==> src/sv/ppp_pkg.sv <==
`default_nettype none
package ppp_pkg;

    localparam int MAX_POINTS_DEF = 1024;
    localparam int COORD_W = 32;
    localparam int ARC_W = 32;
    localparam int WID_W = 24;
    localparam int FRAC_W = 17;
    localparam int CFG_DATA_W = 32;
    localparam int CFG_IDX_W = 2;
    localparam int MUL_W = 34;
    localparam int PROD_W = 68;
    localparam int DIV_STEPS = 16;
    localparam int SQRT_STEPS = 34;
    localparam int CNT_W = 6;

    localparam logic [FRAC_W-1:0] FRAC_ONE = 17'h10000;

    localparam logic [CFG_IDX_W-1:0] CFG_POINT_COUNT = 2'd0;
    localparam logic [CFG_IDX_W-1:0] CFG_CLOSED_TRACK = 2'd1;
    localparam logic [CFG_IDX_W-1:0] CFG_CHORD_LENGTH = 2'd2;
    localparam logic [CFG_IDX_W-1:0] CFG_TOLERANCE = 2'd3;

    localparam logic REQ_LOAD = 1'b0;
    localparam logic REQ_QUERY = 1'b1;

    typedef enum logic [4:0] {
        ST_IDLE,
        ST_RD_A,
        ST_RD_B,
        ST_DELTA,
        ST_LEN_X,
        ST_LEN_Y,
        ST_DOT_X,
        ST_DOT_Y,
        ST_DOT_SUM,
        ST_DIV,
        ST_FIT_X,
        ST_FIT_Y,
        ST_ERR_X,
        ST_ERR_Y,
        ST_ERR_SUM,
        ST_ARC,
        ST_LEFT,
        ST_RIGHT,
        ST_SIDE_A,
        ST_SIDE_B,
        ST_SIDE_SUM,
        ST_SQRT,
        ST_DONE
    } t_state;

endpackage
`default_nettype wire

==> src/sv/ppp_mul.sv <==
`default_nettype none
module ppp_mul (
    input  wire logic                              i_clk,
    input  wire logic signed [ppp_pkg::MUL_W-1:0]  i_a,
    input  wire logic signed [ppp_pkg::MUL_W-1:0]  i_b,
    output logic signed [ppp_pkg::PROD_W-1:0]      o_p
);
    import ppp_pkg::*;

    always_ff @(posedge i_clk) begin
        o_p <= i_a * i_b;
    end

endmodule
`default_nettype wire

==> config.mk <==
export PLATFORM = sky130hd
export DESIGN_NAME = ppp_mul
export DESIGN_NICKNAME = d
export VERILOG_FILES = /design/src/sv/ppp_pkg.sv /design/src/sv/ppp_mul.sv
export SDC_FILE = /design/constraint.sdc
export NUM_CORES = 2
export LEC_CHECK = 0
export BUFFER_PORTS_ARGS = -buffer_cell sky130_fd_sc_hd__buf_2
export CORE_MARGIN = 5
export CORE_UTILIZATION = 51
export CTS_BUF_LIST = sky130_fd_sc_hd__clkbuf_4
export CTS_CLUSTER_DIAMETER = 40
export DETAILED_ROUTE_END_ITERATION = 12
export HOLD_SLACK_MARGIN = 0.06
export PLACE_DENSITY = 0.67
export SLEW_MARGIN = 20
export SYNTH_ARGS = -nofsm -noshare
export SYNTH_HDL_FRONTEND = slang
export SYNTH_SLANG_ARGS = --single-unit
export TNS_END_PERCENT = 30
==> constraint.sdc <==
create_clock -name i_clk -period 8.85 [get_ports i_clk]
set_input_delay 0.4425 -clock i_clk [delete_from_list [all_inputs] [get_ports i_clk]]
set_output_delay 0.4425 -clock i_clk [all_outputs]
set_load 0.03 [all_outputs]
==> flow_summary.json <==
{
  "via_per_inst": 5.23,
  "cap_violations": 0,
  "mostFrequentLayoutCells": "1,241 x fa_1, 1,231 x inv_1, 621 x and2_1",
  "clk_path_buf_depth": 2,
  "syn-num-nets": 6068,
  "status": "completed",
  "cts-resized-gates": 0,
  "area_delta_synth_final_pct": 4.52,
  "synth_cells": 4554,
  "cp_max_fo": 34,
  "clk_pin_slew_worst_paths_ns": 0.15,
  "final_cells": 5696,
  "numPortBuffers": 136,
  "num_rows": 106,
  "antenna_left": 0,
  "largest_register_ffs": 68,
  "start_util_pct": 51.4,
  "relSlewSlack_pct": 24.7,
  "grt_pass1_wl_um": 189000,
  "dieArea_um2": 90300,
  "grt_max_degree": 35,
  "core_um2": 83700,
  "cts_sinks": 68,
  "die_h_um": 300,
  "postCtsHoldBufs": 0,
  "rsz0062_at_grt": "false",
  "antenna_found_initial": 17,
  "drive_gt1_share_pct": 5.73,
  "critPathCaptureType": "register",
  "cts_tree": "built",
  "setup_viol": 0,
  "postRouteWirelength_um": 115000,
  "ys_async_sr_fraction_pct": 0,
  "yosys_warnings": 0,
  "reg_top3": "o_p x68",
  "die_w_um": 300,
  "h-tree-depth": 3,
  "place_inst": 5676,
  "nNetsFinal": 6067,
  "root_buffer": "clkbuf_4",
  "num_io_pins": 137,
  "grt_pass1_vias": 33500,
  "hpwl_um": 94300,
  "cts_setup_buffers": 0,
  "min_period_over_period_pct": 91.8,
  "finalCriticalPeriod_ns": 8.13,
  "report.final.slew_viol_count": 0,
  "vias": 29800,
  "cts_made_buffers": 9,
  "hold_class": "in2reg",
  "firstDrtPassIters": 6,
  "synth_seq_cells": 68,
  "fill_cells": 7632,
  "cp-start-kind": "input pin",
  "drt_iter0_markers": 1901,
  "layout_commonest_cell": "fa_1",
  "synth_edf_count": 0,
  "synth_cell_types": 69,
  "place_congestion": 0.922,
  "grt_overflow_total": 0,
  "cp.arrival_ns": 8.69,
  "crit_type": "in2reg",
  "wl_per_cell_um": 20.2,
  "required_ns": 9.42,
  "final_hold_viol_count": 0,
  "top_register": "o_p",
  "fmax_mhz": 123,
  "tns_ns": 0,
  "drc": 0,
  "avgSynthCellArea_um2": 9.45,
  "synth_area_um2": 43000,
  "ys.flop_type": "dfxtp_1",
  "track_usage_pct": 27.0,
  "tightest_slew_ns": 1.13,
  "yosysSeqAreaShare_pct": 3.16
}
## area by class of cell
class	instances	area, um2	area share [%]
tap	1134	1420	3.15
multi-input combinational	3026	36100	80.4
antenna	7	17.5	0.0389
clock buffer	10	75.1	0.167
sequential	68	1360	3.03
clock inverter	3	17.5	0.0389
inverter	1232	4620	10.3
timing repair buffer	216	1320	2.93
## worst max-delay path, cell delays in order
cell      delay (ns)
buf_2           0.80
nand2_1         0.19
fa_1            0.56
fa_1            0.52
fa_1            0.54
inv_1           0.05
fa_1            0.50
inv_1           0.05
fa_1            0.52
inv_1           0.05
fa_1            0.45
fa_1            0.49
inv_1           0.05
fa_1            0.48
inv_1           0.06
ha_1            0.41
nand4_1         0.17
or2_2           0.35
o31ai_4         0.24
a211oi_1        0.13
o21ai_1         0.25
a21oi_1         0.20
o41ai_1         0.65
buf_4           0.23
xor2_1          0.22
## Yosys cell counts, types with 3 or more instances
master,count,area (um2)
or2_2,4,25.0
and3_1,5,31.3
o41ai_1,3,26.3
a21o_1,37,278
a211oi_1,6,45.0
inv_1,1231,4620
o21ai_1,7,35.0
a31oi_1,7,43.8
nand2_1,542,2030
a21oi_1,61,305
nor2_1,54,203
and2_1,621,3880
o21ai_0,31,155
xnor2_1,56,490
o21a_1,4,30.0
o21bai_1,12,90.1
nand4_1,11,68.8
clkbuf_1,214,803
xor2_1,23,201
nor3_1,5,25.0
a221oi_1,3,26.3
and3_2,3,22.5
fa_1,1241,24800
ha_1,204,2550
nand2b_1,20,125
nand3_1,11,55.1
o211ai_1,3,22.5
buf_4,4,30.0
dfxtp_1,68,1360
nor2b_1,9,56.3
o41ai_2,3,48.8
## through the flow
step	hold WS [ns]	cell area [um2]	worst slack, ns	util (%)
2_1_floorplan	0.570	43000	0.917	-
6_report	0.253	45000	0.723	53.7
5_1_grt	0.230	45000	0.405	53.7
3_5_place_dp	0.877	44900	0.277	53.6
3_3_place_gp	0.877	44900	0.219	53.6
4_1_cts	0.175	45000	1.01	53.7
## routing by layer
metal  track usage [%]  vias to the layer above  part of all wire [%]
met5                 0                        -                 0.079
met4              9.03                       12                   3.7
met3              5.08                      246                   7.7
met2              43.8                     1111                    47
met1              37.1                    15600                    41
li1                  -                    12800                     -
## cells by family (layout without fill, tap and decap cells)
logic type / after synthesis / in the layout / share of synthesized area, %
flops: 68 / 68 / 3.16
other cells: 0 / 7 / 0
compound gates: 206 / 206 / 3.35
fa+ha+maj: 1445 / 1445 / 63.7
buf+inv: 1460 / 1461 / 12.8
xor+xnor: 79 / 79 / 1.61
simple gates: 1296 / 1296 / 15.4
## final timing paths
path,startpoint,end,slack [ns],cells past startpoint
max,i_b[10],o_p[41]$_DFF_P_,0.72,25
min,i_b[1],o_p[1]$_DFF_P_,0.25,3
Power is not shown: default switching activity piles up to over one toggle a cycle in this logic, so the estimate is an artifact.
